File: config.mk
export PLATFORM = sky130hd
export DESIGN_NAME = cpu_trace_event_decoder
export DESIGN_NICKNAME = d
export VERILOG_FILES = /design/src/rtl/cte_pkg.sv /design/src/rtl/cte_front.sv /design/src/rtl/cte_queue.sv /design/src/rtl/cte_back.sv /design/src/rtl/cpu_trace_event_decoder.sv
export SDC_FILE = /design/constraint.sdc
export NUM_CORES = 1
export LEC_CHECK = 0
export ABC_AREA = 1
export BUFFER_PORTS_ARGS = -buffer_cell sky130_fd_sc_hd__buf_2
export CAP_MARGIN = 0
export CORE_MARGIN = 5
export CORE_UTILIZATION = 55
export CTS_CLUSTER_SIZE = 40
export DETAILED_ROUTE_END_ITERATION = 6
export GPL_ROUTABILITY_DRIVEN = 0
export HOLD_SLACK_MARGIN = 0.03
export MAX_ROUTING_LAYER = met4
export PLACE_DENSITY = 0.72
export SYNTH_ARGS = -nofsm -noshare
export SYNTH_HDL_FRONTEND = slang
export SYNTH_SLANG_ARGS = --single-unit
File: constraint.sdc
create_clock -name clk -period 7.92 [get_ports clk]
set_input_delay 0.396 -clock clk [delete_from_list [all_inputs] [get_ports clk]]
set_output_delay 0.396 -clock clk [all_outputs]
set_load 0.03 [all_outputs]
File: src/rtl/cte_pkg.sv
// ============================================================================
// cte_pkg
// Shared types, codes and the code length decoder of the trace event decoder.
// ============================================================================
package cte_pkg;

    // Event kinds as they leave the block.
    typedef enum logic [2:0] {
        EV_WRITE = 3'd0,
        EV_READ  = 3'd1,
        EV_INSTR = 3'd2,
        EV_REG   = 3'd3,
        EV_LINE  = 3'd4,
        EV_ERROR = 3'd5
    } kind_t;

    // Work orders passed from the front to the back through the queue.
    typedef enum logic [2:0] {
        OP_WRITE    = 3'd0,
        OP_READ     = 3'd1,
        OP_SEQ_READ = 3'd2,
        OP_INSTR    = 3'd3,
        OP_PC_SEQ   = 3'd4,
        OP_REG      = 3'd5,
        OP_LINE     = 3'd6,
        OP_ERROR    = 3'd7
    } op_t;

    // Register identifiers.
    localparam logic [3:0] REG_PC = 4'd0;
    localparam logic [3:0] REG_A  = 4'd1;
    localparam logic [3:0] REG_B  = 4'd2;
    localparam logic [3:0] REG_X  = 4'd3;
    localparam logic [3:0] REG_Y  = 4'd4;
    localparam logic [3:0] REG_CC = 4'd5;
    localparam logic [3:0] REG_U  = 4'd6;
    localparam logic [3:0] REG_S  = 4'd7;
    localparam logic [3:0] REG_DP = 4'd8;

    // Cycle count offsets of the short and long instruction forms.
    localparam logic [5:0] SHORT_CYCLE_BASE = 6'd2;
    localparam logic [5:0] LONG_CYCLE_BASE  = 6'd6;

    // Bit buffer size and byte width.
    localparam int BUF_W  = 40;
    localparam int BYTE_W = 8;

    // One queued code: its operation and the raw payload already extracted.
    typedef struct packed {
        op_t         op;
        logic [15:0] addr;
        logic [15:0] data;
        logic [3:0]  reg_id;
        logic [1:0]  line_id;
        logic        line_level;
        logic [5:0]  cycles;
        logic        last;
    } entry_t;

    // Length of the code at the head of the buffer, or zero while it is
    // not complete. Bit 10 of h is the oldest pending bit, c the number of
    // pending bits.
    function automatic logic [4:0] code_len(input logic [10:0] h, input logic [5:0] c);
        logic [4:0] n;
        begin
            n = 5'd0;
            if (c >= 6'd3) begin
                if (h[10]) begin
                    if (h[9]) begin
                        if (h[8]) n = (c >= 6'd28) ? 5'd28 : 5'd0;
                        else      n = (c >= 6'd11) ? 5'd11 : 5'd0;
                    end else begin
                        if (h[8]) n = (c >= 6'd8) ? 5'd8 : 5'd0;
                        else      n = (c >= 6'd5) ? 5'd5 : 5'd0;
                    end
                end else if (!h[9]) begin
                    if (!h[8]) n = 5'd3;
                    else       n = (c >= 6'd19) ? 5'd19 : 5'd0;
                end else if (!h[8]) begin
                    n = (c >= 6'd12) ? 5'd12 : 5'd0;
                end else if (c >= 6'd5) begin
                    unique case (h[7:6]) inside
                        2'b00, 2'b01: n = (c >= 6'd21) ? 5'd21 : 5'd0;
                        2'b10:        n = (c >= 6'd13) ? 5'd13 : 5'd0;
                        default:
                        begin
                            if (c >= 6'd7) begin
                                unique case (h[5:4]) inside
                                    2'b00, 2'b01: n = (c >= 6'd23) ? 5'd23 : 5'd0;
                                    2'b10:        n = (c >= 6'd15) ? 5'd15 : 5'd0;
                                    default:
                                    begin
                                        if (c >= 6'd8) begin
                                            if (!h[3]) begin
                                                n = 5'd8;
                                            end else if (c >= 6'd10) begin
                                                if (h[2:1] == 2'b11) n = 5'd10;
                                                else if (c >= 6'd11) n = 5'd11;
                                            end
                                        end
                                    end
                                endcase
                            end
                        end
                    endcase
                end
            end
            return n;
        end
    endfunction

endpackage

File: src/rtl/cte_front.sv
// ============================================================================
// cte_front
// Takes trace bytes into the bit buffer and splits off one code per cycle while the queue is not full.
// ============================================================================
module cte_front (
    input  logic              clk,
    input  logic              rst_n,
    input  logic              in_valid,
    output logic              in_ready,
    input  logic [7:0]        stream_byte,
    output logic              push,
    output cte_pkg::entry_t   push_entry,
    input  logic              queue_full
);

    typedef enum logic [2:0] {
        FS_IDLE   = 3'b001,
        FS_DECODE = 3'b010,
        FS_HALT   = 3'b100
    } fstate_t;

    fstate_t                        state_reg, state_next;
    logic [cte_pkg::BUF_W-1:0]      buf_reg, buf_next;
    logic [5:0]                     cnt_reg, cnt_next;

    logic [4:0]                     len0;
    logic [4:0]                     len1;
    logic [5:0]                     cnt_rest;
    logic [cte_pkg::BUF_W-1:0]      shifted;
    logic [cte_pkg::BUF_W-1:0]      byte_placed;
    cte_pkg::entry_t                ent;

    // Length of the head code and of the code that follows it.
    assign len0     = cte_pkg::code_len(buf_reg[39:29], cnt_reg);
    assign shifted  = buf_reg << len0;
    assign cnt_rest = cnt_reg - {1'b0, len0};
    assign len1     = cte_pkg::code_len(shifted[39:29], cnt_rest);

    // New byte lands right behind the pending bits.
    assign byte_placed = {stream_byte, {(cte_pkg::BUF_W - cte_pkg::BYTE_W){1'b0}}} >> cnt_reg;

    // Classify the head code and pull out its payload.
    always_comb
    begin
        ent            = '0;
        ent.op         = cte_pkg::OP_ERROR;
        if (buf_reg[39]) begin
            if (buf_reg[38]) begin
                if (buf_reg[37]) begin
                    ent.op   = buf_reg[36] ? cte_pkg::OP_WRITE : cte_pkg::OP_READ;
                    ent.addr = buf_reg[35:20];
                    ent.data = {8'd0, buf_reg[19:12]};
                end else begin
                    ent.op   = cte_pkg::OP_SEQ_READ;
                    ent.data = {8'd0, buf_reg[36:29]};
                end
            end else begin
                ent.op = cte_pkg::OP_INSTR;
                if (buf_reg[37]) ent.cycles = {1'b0, buf_reg[36:32]} + cte_pkg::LONG_CYCLE_BASE;
                else             ent.cycles = {4'd0, buf_reg[36:35]} + cte_pkg::SHORT_CYCLE_BASE;
            end
        end else if (!buf_reg[38]) begin
            ent.reg_id = cte_pkg::REG_PC;
            if (!buf_reg[37]) begin
                ent.op = cte_pkg::OP_PC_SEQ;
            end else begin
                ent.op   = cte_pkg::OP_REG;
                ent.data = buf_reg[36:21];
            end
        end else if (!buf_reg[37]) begin
            ent.op     = cte_pkg::OP_REG;
            ent.reg_id = buf_reg[36] ? cte_pkg::REG_B : cte_pkg::REG_A;
            ent.data   = {8'd0, buf_reg[35:28]};
        end else begin
            ent.op = cte_pkg::OP_REG;
            unique case (buf_reg[36:35])
                2'b00:
                begin
                    ent.reg_id = cte_pkg::REG_X;
                    ent.data   = buf_reg[34:19];
                end
                2'b01:
                begin
                    ent.reg_id = cte_pkg::REG_Y;
                    ent.data   = buf_reg[34:19];
                end
                2'b10:
                begin
                    ent.reg_id = cte_pkg::REG_CC;
                    ent.data   = {8'd0, buf_reg[34:27]};
                end
                default:
                begin
                    unique case (buf_reg[34:33])
                        2'b00:
                        begin
                            ent.reg_id = cte_pkg::REG_U;
                            ent.data   = buf_reg[32:17];
                        end
                        2'b01:
                        begin
                            ent.reg_id = cte_pkg::REG_S;
                            ent.data   = buf_reg[32:17];
                        end
                        2'b10:
                        begin
                            ent.reg_id = cte_pkg::REG_DP;
                            ent.data   = {8'd0, buf_reg[32:25]};
                        end
                        default:
                        begin
                            if (!buf_reg[32] || (buf_reg[31:30] == 2'b11)) begin
                                ent.op = cte_pkg::OP_ERROR;
                            end else begin
                                ent.op         = cte_pkg::OP_LINE;
                                ent.line_id    = buf_reg[31:30];
                                ent.line_level = buf_reg[29];
                            end
                        end
                    endcase
                end
            endcase
        end
        ent.last = (ent.op == cte_pkg::OP_ERROR) || (len1 == 5'd0);
    end

    // While halted, bytes are still taken and simply dropped.
    assign in_ready   = (state_reg == FS_IDLE) || (state_reg == FS_HALT);
    assign push_entry = ent;

    // Control: take a byte, then peel codes until the buffer runs dry or a reserved code halts.
    always_comb
    begin
        state_next = state_reg;
        buf_next   = buf_reg;
        cnt_next   = cnt_reg;
        push       = 1'b0;
        unique case (state_reg)
            FS_IDLE:
            begin
                if (in_valid) begin
                    buf_next   = buf_reg | byte_placed;
                    cnt_next   = cnt_reg + 6'd8;
                    state_next = FS_DECODE;
                end
            end
            FS_DECODE:
            begin
                if (len0 == 5'd0) begin
                    state_next = FS_IDLE;
                end else if (!queue_full) begin
                    push     = 1'b1;
                    buf_next = shifted;
                    cnt_next = cnt_rest;
                    if (ent.op == cte_pkg::OP_ERROR) begin
                        buf_next   = '0;
                        cnt_next   = '0;
                        state_next = FS_HALT;
                    end else if (ent.last) begin
                        state_next = FS_IDLE;
                    end
                end
            end
            FS_HALT:
            begin
                state_next = FS_HALT;
            end
            default:
            begin
                state_next = FS_IDLE;
            end
        endcase
    end

    // State registers.
    always_ff @(posedge clk or negedge rst_n)
    begin
        if (!rst_n) begin
            state_reg <= FS_IDLE;
            buf_reg   <= '0;
            cnt_reg   <= '0;
        end else begin
            state_reg <= state_next;
            buf_reg   <= buf_next;
            cnt_reg   <= cnt_next;
        end
    end

endmodule

File: src/rtl/cte_queue.sv
// ============================================================================
// cte_queue
// Small first-in first-out queue of decoded codes between front and back.
// ============================================================================
module cte_queue #(
    parameter int DEPTH = 4
) (
    input  logic              clk,
    input  logic              rst_n,
    input  logic              push,
    input  cte_pkg::entry_t   push_entry,
    output logic              full,
    input  logic              pop,
    output cte_pkg::entry_t   pop_entry,
    output logic              empty
);

    localparam int PW = (DEPTH > 1) ? $clog2(DEPTH) : 1;
    localparam int CW = $clog2(DEPTH + 1);
    localparam logic [PW-1:0] LAST_PTR = PW'(DEPTH - 1);
    localparam logic [CW-1:0] FULL_CNT = CW'(DEPTH);

    cte_pkg::entry_t  entry_reg [DEPTH];
    logic [PW-1:0]    wr_ptr_reg, wr_ptr_next;
    logic [PW-1:0]    rd_ptr_reg, rd_ptr_next;
    logic [CW-1:0]    cnt_reg, cnt_next;
    logic             do_push;
    logic             do_pop;

    assign full      = (cnt_reg == FULL_CNT);
    assign empty     = (cnt_reg == '0);
    assign do_push   = push && !full;
    assign do_pop    = pop && !empty;
    assign pop_entry = entry_reg[rd_ptr_reg];

    // Pointer and fill count update.
    always_comb
    begin
        wr_ptr_next = wr_ptr_reg;
        rd_ptr_next = rd_ptr_reg;
        cnt_next    = cnt_reg;
        if (do_push) wr_ptr_next = (wr_ptr_reg == LAST_PTR) ? '0 : wr_ptr_reg + 1'b1;
        if (do_pop)  rd_ptr_next = (rd_ptr_reg == LAST_PTR) ? '0 : rd_ptr_reg + 1'b1;
        if (do_push && !do_pop)      cnt_next = cnt_reg + 1'b1;
        else if (do_pop && !do_push) cnt_next = cnt_reg - 1'b1;
    end

    always_ff @(posedge clk or negedge rst_n)
    begin
        if (!rst_n) begin
            wr_ptr_reg <= '0;
            rd_ptr_reg <= '0;
            cnt_reg    <= '0;
        end else begin
            wr_ptr_reg <= wr_ptr_next;
            rd_ptr_reg <= rd_ptr_next;
            cnt_reg    <= cnt_next;
        end
    end

    // Entry storage.
    always_ff @(posedge clk)
    begin
        if (do_push) entry_reg[wr_ptr_reg] <= push_entry;
    end

endmodule

File: src/rtl/cte_back.sv
// ============================================================================
// cte_back
// Executes queued codes: tracks read address and instruction count, and
// holds the outgoing event beat.
// ============================================================================
module cte_back (
    input  logic              clk,
    input  logic              rst_n,
    input  logic              empty,
    input  cte_pkg::entry_t   pop_entry,
    output logic              pop,
    output logic              out_valid,
    input  logic              out_ready,
    output logic [2:0]        event_kind,
    output logic [15:0]       address,
    output logic [15:0]       data_value,
    output logic [3:0]        reg_id,
    output logic [1:0]        line_id,
    output logic              line_level,
    output logic [5:0]        cycle_count,
    output logic [31:0]       instr_index,
    output logic              last_in_run
);

    logic               valid_reg, valid_next;
    logic [15:0]        lra_reg, lra_next;
    logic [31:0]        icnt_reg, icnt_next;
    logic [15:0]        lra_inc;

    cte_pkg::kind_t     kind_reg, kind_next;
    logic [15:0]        addr_reg, addr_next;
    logic [15:0]        data_reg, data_next;
    logic [3:0]         regid_reg, regid_next;
    logic [1:0]         line_reg, line_next;
    logic               level_reg, level_next;
    logic [5:0]         cyc_reg, cyc_next;
    logic [31:0]        idx_reg, idx_next;
    logic               last_reg, last_next;

    assign pop     = !empty && (!valid_reg || out_ready);
    assign lra_inc = lra_reg + 16'd1;

    // Turn one queued code into an event and update the running state.
    always_comb
    begin
        valid_next = valid_reg;
        lra_next   = lra_reg;
        icnt_next  = icnt_reg;
        kind_next  = kind_reg;
        addr_next  = addr_reg;
        data_next  = data_reg;
        regid_next = regid_reg;
        line_next  = line_reg;
        level_next = level_reg;
        cyc_next   = cyc_reg;
        idx_next   = idx_reg;
        last_next  = last_reg;
        if (out_ready) valid_next = 1'b0;
        if (pop) begin
            valid_next = 1'b1;
            addr_next  = pop_entry.addr;
            data_next  = pop_entry.data;
            regid_next = pop_entry.reg_id;
            line_next  = pop_entry.line_id;
            level_next = pop_entry.line_level;
            cyc_next   = pop_entry.cycles;
            idx_next   = '0;
            last_next  = pop_entry.last;
            unique case (pop_entry.op)
                cte_pkg::OP_WRITE:
                begin
                    kind_next = cte_pkg::EV_WRITE;
                end
                cte_pkg::OP_READ:
                begin
                    kind_next = cte_pkg::EV_READ;
                    lra_next  = pop_entry.addr;
                end
                cte_pkg::OP_SEQ_READ:
                begin
                    kind_next = cte_pkg::EV_READ;
                    addr_next = lra_inc;
                    lra_next  = lra_inc;
                end
                cte_pkg::OP_INSTR:
                begin
                    kind_next = cte_pkg::EV_INSTR;
                    idx_next  = icnt_reg;
                    icnt_next = icnt_reg + 32'd1;
                end
                cte_pkg::OP_PC_SEQ:
                begin
                    kind_next = cte_pkg::EV_REG;
                    data_next = lra_inc;
                end
                cte_pkg::OP_REG:
                begin
                    kind_next = cte_pkg::EV_REG;
                end
                cte_pkg::OP_LINE:
                begin
                    kind_next = cte_pkg::EV_LINE;
                end
                default:
                begin
                    kind_next = cte_pkg::EV_ERROR;
                end
            endcase
        end
    end

    // Control and running state.
    always_ff @(posedge clk or negedge rst_n)
    begin
        if (!rst_n) begin
            valid_reg <= 1'b0;
            lra_reg   <= '0;
            icnt_reg  <= '0;
        end else begin
            valid_reg <= valid_next;
            lra_reg   <= lra_next;
            icnt_reg  <= icnt_next;
        end
    end

    // Output beat payload.
    always_ff @(posedge clk)
    begin
        kind_reg  <= kind_next;
        addr_reg  <= addr_next;
        data_reg  <= data_next;
        regid_reg <= regid_next;
        line_reg  <= line_next;
        level_reg <= level_next;
        cyc_reg   <= cyc_next;
        idx_reg   <= idx_next;
        last_reg  <= last_next;
    end

    assign out_valid   = valid_reg;
    assign event_kind  = kind_reg;
    assign address     = addr_reg;
    assign data_value  = data_reg;
    assign reg_id      = regid_reg;
    assign line_id     = line_reg;
    assign line_level  = level_reg;
    assign cycle_count = cyc_reg;
    assign instr_index = idx_reg;
    assign last_in_run = last_reg;

endmodule

File: src/rtl/cpu_trace_event_decoder.sv
// ============================================================================
// cpu_trace_event_decoder
// Decodes a packed CPU trace, one byte per input beat, into event beats.
// ============================================================================
// Intake: a byte is loaded into the front, which splits every completed code
//   from it into the queue before it takes the next byte; a full queue stalls it.
// Path: a taken byte goes into the bit buffer, the front decodes its codes into
//   the queue, and the back moves each one into the output register.
// Reset: asynchronous; clears the bit buffer, read address, instruction
//   counter, queue and the halt (bytes taken and dropped) after a reserved code.
module cpu_trace_event_decoder #(
    parameter int QUEUE_DEPTH = 4
) (
    input  logic        clk,
    input  logic        rst_n,
    input  logic        in_valid,
    output logic        in_ready,
    input  logic [7:0]  stream_byte,
    output logic        out_valid,
    input  logic        out_ready,
    output logic [2:0]  event_kind,
    output logic [15:0] address,
    output logic [15:0] data_value,
    output logic [3:0]  reg_id,
    output logic [1:0]  line_id,
    output logic        line_level,
    output logic [5:0]  cycle_count,
    output logic [31:0] instr_index,
    output logic        last_in_run
);

    logic             push;
    logic             pop;
    logic             full;
    logic             empty;
    cte_pkg::entry_t  push_entry;
    cte_pkg::entry_t  pop_entry;

    // Front: byte intake and code splitting.
    cte_front u_front (
        .clk        (clk),
        .rst_n      (rst_n),
        .in_valid   (in_valid),
        .in_ready   (in_ready),
        .stream_byte(stream_byte),
        .push       (push),
        .push_entry (push_entry),
        .queue_full (full)
    );

    // Queue between the two halves.
    cte_queue #(
        .DEPTH(QUEUE_DEPTH)
    ) u_queue (
        .clk       (clk),
        .rst_n     (rst_n),
        .push      (push),
        .push_entry(push_entry),
        .full      (full),
        .pop       (pop),
        .pop_entry (pop_entry),
        .empty     (empty)
    );

    // Back: event execution and output beat.
    cte_back u_back (
        .clk        (clk),
        .rst_n      (rst_n),
        .empty      (empty),
        .pop_entry  (pop_entry),
        .pop        (pop),
        .out_valid  (out_valid),
        .out_ready  (out_ready),
        .event_kind (event_kind),
        .address    (address),
        .data_value (data_value),
        .reg_id     (reg_id),
        .line_id    (line_id),
        .line_level (line_level),
        .cycle_count(cycle_count),
        .instr_index(instr_index),
        .last_in_run(last_in_run)
    );

endmodule

==> results of run 1 <==
-- tightest hold or removal path: stages --
cell and delay [ns]:
buf_2 0.07, nor2_1 0.03, inv_1 0.06, nand2_1 0.05
-- worst max-delay path by stage --
stage	start	end	slack (ns)
floorplan	u_front.buf_reg[33]$_DFFE_PN0P_	u_queue.entry_reg[0][0]$_DFFE_PP_	2.89
CTS	u_front.cnt_reg[4]$_DFFE_PN0P_	u_queue.entry_reg[3][0]$_DFFE_PP_	2.27
global route	u_front.buf_reg[37]$_DFFE_PN0P_	u_front.state_reg[2]$_DFFE_PN0P_	1.60
global placement	u_front.cnt_reg[4]$_DFFE_PN0P_	u_queue.entry_reg[1][0]$_DFFE_PP_	2.45
detailed placement	u_front.buf_reg[37]$_DFFE_PN0P_	u_queue.entry_reg[1][0]$_DFFE_PP_	2.32
finish	u_front.cnt_reg[5]$_DFFE_PN0P_	u_queue.entry_reg[2][0]$_DFFE_PP_	2.08
-- per-stage QoR --
stage	hold WS, ns	area (µm²)	setup slack (ns)	std cells
after global placement	0.421	21400	2.45	2844
after floorplan	0.100	20900	2.89	2341
after global routing	0.110	22700	1.60	2921
final	0.104	22700	2.08	2921
after detailed placement	0.430	21400	2.32	2844
after CTS	0.0874	22700	2.27	2921
-- metal layers --
metal  wire (µm)  part of all wire, %  up-vias  global-route usage, %
met4        2850                  4.9        0                   12.2
li1            -                    -     8166                      -
met1       23000                   40     8330                   36.6
met5           0                    0        -                      -
met2       26400                   46     1066                   43.5
met3        5530                  9.6      235                   5.29
-- cells by family after synthesis --
group,after synthesis,share of synthesized area (%)
adders and majority gates,27,1.69
xor gates and xnor gates,45,1.88
AOI/OAI and AO/OA,474,13.2
DFF,382,52.3
and+or+nand+nor,1090,23.1
buffers and inverters,315,7.45
muxes,8,0.412
-- cells in the final DEF, fill, tap and decap left out, types with 25 or more instances in the layout --
cell       instances
ha_1              25
buf_2             93
xor2_1            41
inv_1            175
a21oi_1           85
nor2_1           285
o22ai_1           71
nand3_1          243
dfrtp_1          102
edfxtp_1         277
o21ai_0          223
nand2_1          446
clkbuf_16         42
-- final cells by class --
type / count / area, µm²
Fill cell: 3191 / 14900
Sequential cell: 382 / 10900
Multi-Input combinational cell: 1644 / 8470
Clock buffer: 58 / 1150
Inverter: 192 / 728
Timing Repair Buffer: 116 / 641
Tap cell: 511 / 639
Clock inverter: 18 / 154
-- repair_timing --
action | in CTS | in global routing
hold buffers | 1 | 0
endpoints found under the setup margin | 0 | 0
endpoints found under the hold margin | 40 | 0
==> results by group, run 1 <==
Outcome
  • Status: completed

STA
  • Max Fclk: 0.171 GHz
  • Final critical-path required period: 5.84 ns
  • Setup repair after global routing missed its margin: no
  • Worst Tran Pin Value: 1.15 ns
  • Tcrit/Tclk final: 73.8%
  • Slew Limit Headroom: 23.3%
  • Setup Skew: 0.0260 ns
  • Pins over their slew limit: 0
  • Summed negative setup slack over all endpoints: 0 ns
  • Final hold violation count: 0
  • Final setup vio count: 0

Routing
  • DR DRC count: 0
  • Number of detailed-routing iterations run before antenna repair: 7
  • Vias per cell: 6.09
  • Number of DRC markers in iteration 0: 2616
  • Final routed wire length divided by cell count: 19.8 µm
  • Detail Route Antenna Nets: 0
  • Final WL: 57800 µm
  • Vias: 17800

Clock tree
  • Deepest level of the CTS H-tree: 2
  • CTS tree: done
  • Buffer type at the clock tree root: clkbuf_16
  • Post-CTS clock slew at the launch and capture registers of the worst setup and hold paths: 0.06 ns
  • CTS sink count: 382
  • CTS Buf Count: 41
  • Clock Tree Buf Depth: 3
  • Setup fix buffers added after clock tree synthesis: 0
  • Clock insertion delay at the later pin of the skew report: 0.57 ns
  • Number of gates resized after CTS: 0

Floorplanning
  • Area of the die: 0.0421 mm²
  • Effective utilization at floorplan: 55.6%
  • Cell Rows: 71
  • Total I/O pin count: 95
  • Core box area: 0.0377 mm²
  • Width of the die: 205 µm
  • Height of the die: 205 µm

Synth
  • Share of the synthesized area in the top cell type: 39.7%
  • Number of distinct standard cells referenced by the synthesized netlist: 72
  • Syn_nets: 2380
  • FFs w/ async S/R, synth: 27.5%
  • Synthesized netlist cell count: 2341
  • Dominant cell by count in the synthesized netlist: nand2_1
  • Number of synthesized flops with an enable pin: 277
  • Yosys warnings: 0
  • Commonest cells post-synth: nand2_1, nor2_1, edfxtp_1
  • Synthesized area divided by synthesized cell count: 8.94 µm²
  • Post-synthesis instance area: 0.0209 mm²
  • Seq cells post-synth: 382
  • Area contributors post-synth: edfxtp_1, dfrtp_1, nand2_1, nand3_1, o21ai_0
  • Share of the yosys chip area belonging to registers: 52.3%
  • Most used flip-flop cell after synthesis: edfxtp_1
  • Biggest area consumer among synthesized cells: edfxtp_1

Setup path
  • Crit path kind: register to register
  • Cell depth of the worst flop-to-flop path: 27
  • Maximum fanout count along the critical path: 44
  • Setup crit end kind: register
  • CP top delay family: simple AND/OR/NAND/NOR gates
  • Worst path arrival time: 6.12 ns
  • Total number of cells along the worst setup path: 27
  • End of the worst register-to-register path: u_queue.entry_reg[2][0]$_DFFE_PP_
  • Buffering stage count on the worst path with inverters included: 4
  • Flop2flop setup slack: 2.08 ns
  • CP dominant cell by count: nand2_1
  • Worst-path cell with the longest stage delay: nor2_2
  • Worst setup SP type: register
  • Critical R2R Launch: u_front.cnt_reg[5]$_DFFE_PN0P_
  • Critical Path RT: 8.19 ns
  • Highest cell delay on the worst timing path: 0.73 ns

Job
  • Max Cap Viol: 0

Layout
  • Max FFs per register: 196
  • Final core utilization: 60.4%
  • # diodes: 0
  • Fraction of layout cells with a size suffix above 1: 11.3%
  • Final net count: 2416
  • Area Overhead vs Synth: 8.59%

Place
  • Number of port buffers: 94
  • HPWL reported at the end of detailed placement: 39600 µm

Worst hold path
  • Worst hold endpoint: u_back.out_valid$_DFFE_PN0P_
  • Min-Delay Startpoint: out_ready
  • Depth of the worst hold-timing path: 4
  • Class of the tightest hold or removal check: input pin to register

GRT
  • Overall Global Routing Usage: 28.1%
  • Largest net degree at the start of global routing: 83
  • Wire length of the first global-routing pass: 91600 µm
  • Vias in the first global route: 16900
  • Number of antenna violations at the first check in global routing: 0
  • Congestion Overflow GR: 0
Power of run 1 is not shown: default switching activity piles up to over one toggle a cycle in this logic, so the estimate is an artifact.
==> run 2: changes to the inputs <==
--- a/config.mk
+++ b/config.mk
@@ -5,7 +5,7 @@
 export SDC_FILE = /design/constraint.sdc
 export NUM_CORES = 1
 export LEC_CHECK = 0
-export ABC_AREA = 1
+export ABC_AREA = 0
 export BUFFER_PORTS_ARGS = -buffer_cell sky130_fd_sc_hd__buf_2
 export CAP_MARGIN = 0
 export CORE_MARGIN = 5
@@ -15,7 +15,7 @@
 export GPL_ROUTABILITY_DRIVEN = 0
 export HOLD_SLACK_MARGIN = 0.03
 export MAX_ROUTING_LAYER = met4
-export PLACE_DENSITY = 0.72
+export PLACE_DENSITY = 0.73
 export SYNTH_ARGS = -nofsm -noshare
 export SYNTH_HDL_FRONTEND = slang
 export SYNTH_SLANG_ARGS = --single-unit
==> constraint.sdc (replaced) <==
create_clock -name clk -period 6 [get_ports clk]
set_input_delay 0.3 -clock clk [delete_from_list [all_inputs] [get_ports clk]]
set_output_delay 0.3 -clock clk [all_outputs]
set_load 0.03 [all_outputs]
==> run 2 against run 1 <==
Net effect:
- first-iteration DRC count is 23% lower
- clock skew down 0.0017 ns
- register-to-register slack got worse by 1.7 ns
- synthesized cell count decreased by 24%
- cell count fell by 20%
- maximum frequency grew 4.4%
- worst setup slack got worse by 1.7 ns
- count of clock-buffer cells in the layout shrank 9
- wire length decreased by 4.3%
- via count fell by 13%
- synthesized area fell by 3.0%
- critical path depth decreased by 4
- critical endpoint is now u_queue.entry_reg[3][0]$_DFFE_PP_
==> results by group, run 2 <==
GRT
  • Overall Global Routing Usage: 27.1% (was 28.1%)
  • Vias in the first global route: 14800 (was 16900)
  • Congestion Overflow GR: 0 (unchanged)
  • Number of antenna violations at the first check in global routing: 0 (unchanged)
  • Largest net degree at the start of global routing: 83 (unchanged)
  • Wire length of the first global-routing pass: 85800 µm (was 91600 µm)

Layout
  • Area Overhead vs Synth: 10.9% (was 8.59%)
  • # diodes: 0 (unchanged)
  • Most common cell after layout, fill and taps aside: edfxtp_1 (was nand2_1)
  • Final net count: 1877 (was 2416)
  • Filler cell count: 2816 (was 3191)
  • Max FFs per register: 196 (unchanged)
  • Area of the multi-input gates: 0.00866 mm² (was 0.00847 mm²)
  • Layout Cell Area excl Fill: 0.0225 mm² (was 0.0227 mm²)
  • Fraction of layout cells with a size suffix above 1: 17.8% (was 11.3%)
  • Final core utilization: 61.6% (was 60.4%)
  • Highest-count cells in the layout ignoring fill and taps: edfxtp_1, nand2_1, nor2_1 (was nand2_1, nor2_1, edfxtp_1)
  • Area used by sequential logic in the layout: 0.0110 mm² (was 0.0109 mm²)

Synth
  • Number of distinct standard cells referenced by the synthesized netlist: 96 (was 72)
  • Dominant cell by count in the synthesized netlist: edfxtp_1 (was nand2_1)
  • Number of synthesized flops with an enable pin: 277 (unchanged)
  • Share of the yosys chip area belonging to registers: 53.9% (was 52.3%)
  • Synthesized netlist cell count: 1774 (was 2341)
  • Seq cells post-synth: 382 (unchanged)
  • Yosys warnings: 0 (unchanged)
  • Syn_nets: 1813 (was 2380)
  • Post-synthesis instance area: 0.0203 mm² (was 0.0209 mm²)
  • FFs w/ async S/R, synth: 27.5% (unchanged)
  • Most used flip-flop cell after synthesis: edfxtp_1 (unchanged)
  • Area contributors post-synth: edfxtp_1, dfrtp_1, mux4_2, mux2i_1, nand2_1 (was edfxtp_1, dfrtp_1, nand2_1, nand3_1, o21ai_0)
  • Commonest cells post-synth: edfxtp_1, nand2_1, nor2_1 (was nand2_1, nor2_1, edfxtp_1)
  • Share of the synthesized area in the top cell type: 41.0% (was 39.7%)
  • Biggest area consumer among synthesized cells: edfxtp_1 (unchanged)
  • Synthesized area divided by synthesized cell count: 11.4 µm² (was 8.94 µm²)

Routing
  • Vias: 15500 (was 17800)
  • Length of routed met3 wiring: 5200 µm (was 5530 µm)
  • DR DRC count: 0 (unchanged)
  • Routed met2 length: 25400 µm (was 26400 µm)
  • Met1 Routed Length: 21800 µm (was 23000 µm)
  • Final routed wire length divided by cell count: 23.7 µm (was 19.8 µm)
  • Number of detailed-routing iterations run before antenna repair: 6 (was 7)
  • Number of DRC markers in iteration 0: 2020 (was 2616)
  • Vias per cell: 6.65 (was 6.09)
  • Top routing layer used: met4 (unchanged)
  • Final WL: 55400 µm (was 57800 µm)
  • Detail Route Antenna Nets: 0 (unchanged)

STA
  • Final setup vio count: 0 (unchanged)
  • Setup Skew: 0.0242 ns (was 0.0260 ns)
  • Slew Limit Headroom: 27.9% (was 23.3%)
  • Summed negative setup slack over all endpoints: 0 ns (unchanged)
  • Tcrit/Tclk final: 93.3% (was 73.8%)
  • Pins over their slew limit: 0 (unchanged)
  • Max Fclk: 0.179 GHz (was 0.171 GHz)
  • Hold slack final: 0.149 ns (was 0.104 ns)
  • Setup repair after global routing missed its margin: no (unchanged)
  • Final critical-path required period: 5.60 ns (was 5.84 ns)
  • Final hold violation count: 0 (unchanged)
  • Worst Tran Pin Value: 1.07 ns (was 1.15 ns)

Worst hold path
  • Worst hold endpoint: u_front.state_reg[0]$_DFFE_PN1P_ (was u_back.out_valid$_DFFE_PN0P_)
  • Class of the tightest hold or removal check: input pin to register (unchanged)
  • Min-Delay Startpoint: in_valid (was out_ready)
  • Depth of the worst hold-timing path: 4 (unchanged)

Floorplanning
  • Cell Rows: 70 (was 71)
  • Core box area: 0.0365 mm² (was 0.0377 mm²)
  • Area of the die: 0.0409 mm² (was 0.0421 mm²)
  • Total I/O pin count: 95 (unchanged)
  • Width of the die: 202 µm (was 205 µm)
  • Height of the die: 202 µm (was 205 µm)
  • Effective utilization at floorplan: 55.6% (about the same)

Place
  • HPWL reported at the end of detailed placement: 38300 µm (was 39600 µm)
  • Post-DP Area: 0.0212 mm² (was 0.0214 mm²)
  • Number of port buffers: 94 (unchanged)

Setup path
  • Source of the critical timing path: u_front.buf_reg[34]$_DFFE_PN0P_ (was u_front.cnt_reg[5]$_DFFE_PN0P_)
  • Highest cell delay on the worst timing path: 0.52 ns (was 0.73 ns)
  • Critical R2R Launch: u_front.buf_reg[34]$_DFFE_PN0P_ (was u_front.cnt_reg[5]$_DFFE_PN0P_)
  • Maximum fanout count along the critical path: 11 (was 44)
  • Cell depth of the worst flop-to-flop path: 23 (was 27)
  • Flop2flop setup slack: 0.40 ns (was 2.08 ns)
  • Critical Path RT: 6.38 ns (was 8.19 ns)
  • Cell Chain, Critical Path: inv_1 > ha_1 > nor2_1 > or3_1 > o211ai_1 > a41oi_1 > nor4_4 > inv_2 > ha_1 > nor2b_1 > o21ai_0 > nand2b_1 > a21o_1 > a21oi_1 > xnor2_1 > nand2b_1 > a21o_1 > nor4b_1 > o22ai_1 > a21boi_0 > o2111a_1 > nor4_1 > or2_4
  • Setup crit end kind: register (unchanged)
  • Worst-path cell with the longest stage delay: dfrtp_1 (was nor2_2)
  • Worst path arrival time: 5.97 ns (was 6.12 ns)
  • Crit path kind: register to register (unchanged)
  • End of the worst register-to-register path: u_queue.entry_reg[3][0]$_DFFE_PP_ (was u_queue.entry_reg[2][0]$_DFFE_PP_)
  • Worst setup SP type: register (unchanged)

Clock tree
  • Deepest level of the CTS H-tree: 2 (unchanged)
  • CTS tree: done (unchanged)
  • Buffer type at the clock tree root: clkbuf_16 (unchanged)
  • CTS Buf Count: 39 (was 41)
  • CTS sink count: 382 (unchanged)
  • Post-CTS clock slew at the launch and capture registers of the worst setup and hold paths: 0.06 ns (about the same)
  • Clock Tree Buf Depth: 3 (unchanged)
  • Clock insertion delay at the later pin of the skew report: 0.54 ns (was 0.57 ns)

Outcome
  • Status: completed (unchanged)

Job
  • Max Cap Viol: 0 (unchanged)
-- run 2: cell count changes after synthesis, sizes merged, moves of 49 or more --
cell   before  now
inv       186   34
mux2i       3   80
mux4        0   49
nand2     465  188
nand3     262   43
nor2      308  145
o21ai     229  108
o22ai      71    8
-- run 2: stage by stage --
stage          setup WS, ns  std cells
2_1_floorplan         0.414       1774
5_1_grt              0.0529       2337
3_5_place_dp          0.207       2262
6_report              0.401       2337
3_3_place_gp          0.388       2262
4_1_cts               0.154       2336
-- run 2: worst max-delay path by stage --
stage	end	slack [ns]	depth (start not counted)
global route	u_queue.entry_reg[3][0]$_DFFE_PP_	0.05	23
global placement	u_queue.entry_reg[0][0]$_DFFE_PP_	0.39	23
floorplan	u_queue.entry_reg[0][0]$_DFFE_PP_	0.41	27
CTS	u_queue.entry_reg[0][0]$_DFFE_PP_	0.15	23
finish	u_queue.entry_reg[3][0]$_DFFE_PP_	0.40	23
detailed placement	u_queue.entry_reg[0][0]$_DFFE_PP_	0.21	23
-- run 2: metal layers --
layer,global-route usage (%),up-vias
met5,-,-
met4,11.4,0
met3,4.54,264
met2,42.1,1031
met1,36.0,7431
li1,-,6822
-- run 2: layout make-up --
cell class	instances	area share, %
flip-flops and latches	382	48.6
multi-input cells	1233	38.4
clock buffers	49	4.68
repair buffers	147	4.11
well taps	468	2.60
clock inverters	23	0.928
inverters	35	0.589
-- run 2: critical path, delay by kind of cell, from the launching register on --
family,cells,cell delay (ns)
XOR/XNOR,1,0.29
flip-flops,1,0.52
buffers and inverters,2,0.28
AND/OR/NAND/NOR,9,2.13
adder cells (fa/ha/maj),2,0.52
AO/OA/AOI/OAI,9,1.68
-- run 2: kinds of logic (layout without fill, tap and decap cells) --
family / after synthesis / after routing / synth area share, %
compound gates: 441 / 441 / 14.4
xor+xnor: 56 / 56 / 2.42
fa+ha+maj: 27 / 27 / 1.74
buf+inv: 159 / 254 / 3.53
flops: 382 / 382 / 53.9
mux: 162 / 162 / 11.2
simple gates: 547 / 547 / 12.8
-- run 2: repair_timing --
item | in CTS | in global routing
hold buffers | 2 | 0
setup buffers | 0 | 1
gates resized for setup | 0 | 1
setup endpoints to repair | 0 | 6
hold endpoints to repair | 50 | 0
Power of run 2 is left out for the same reason.
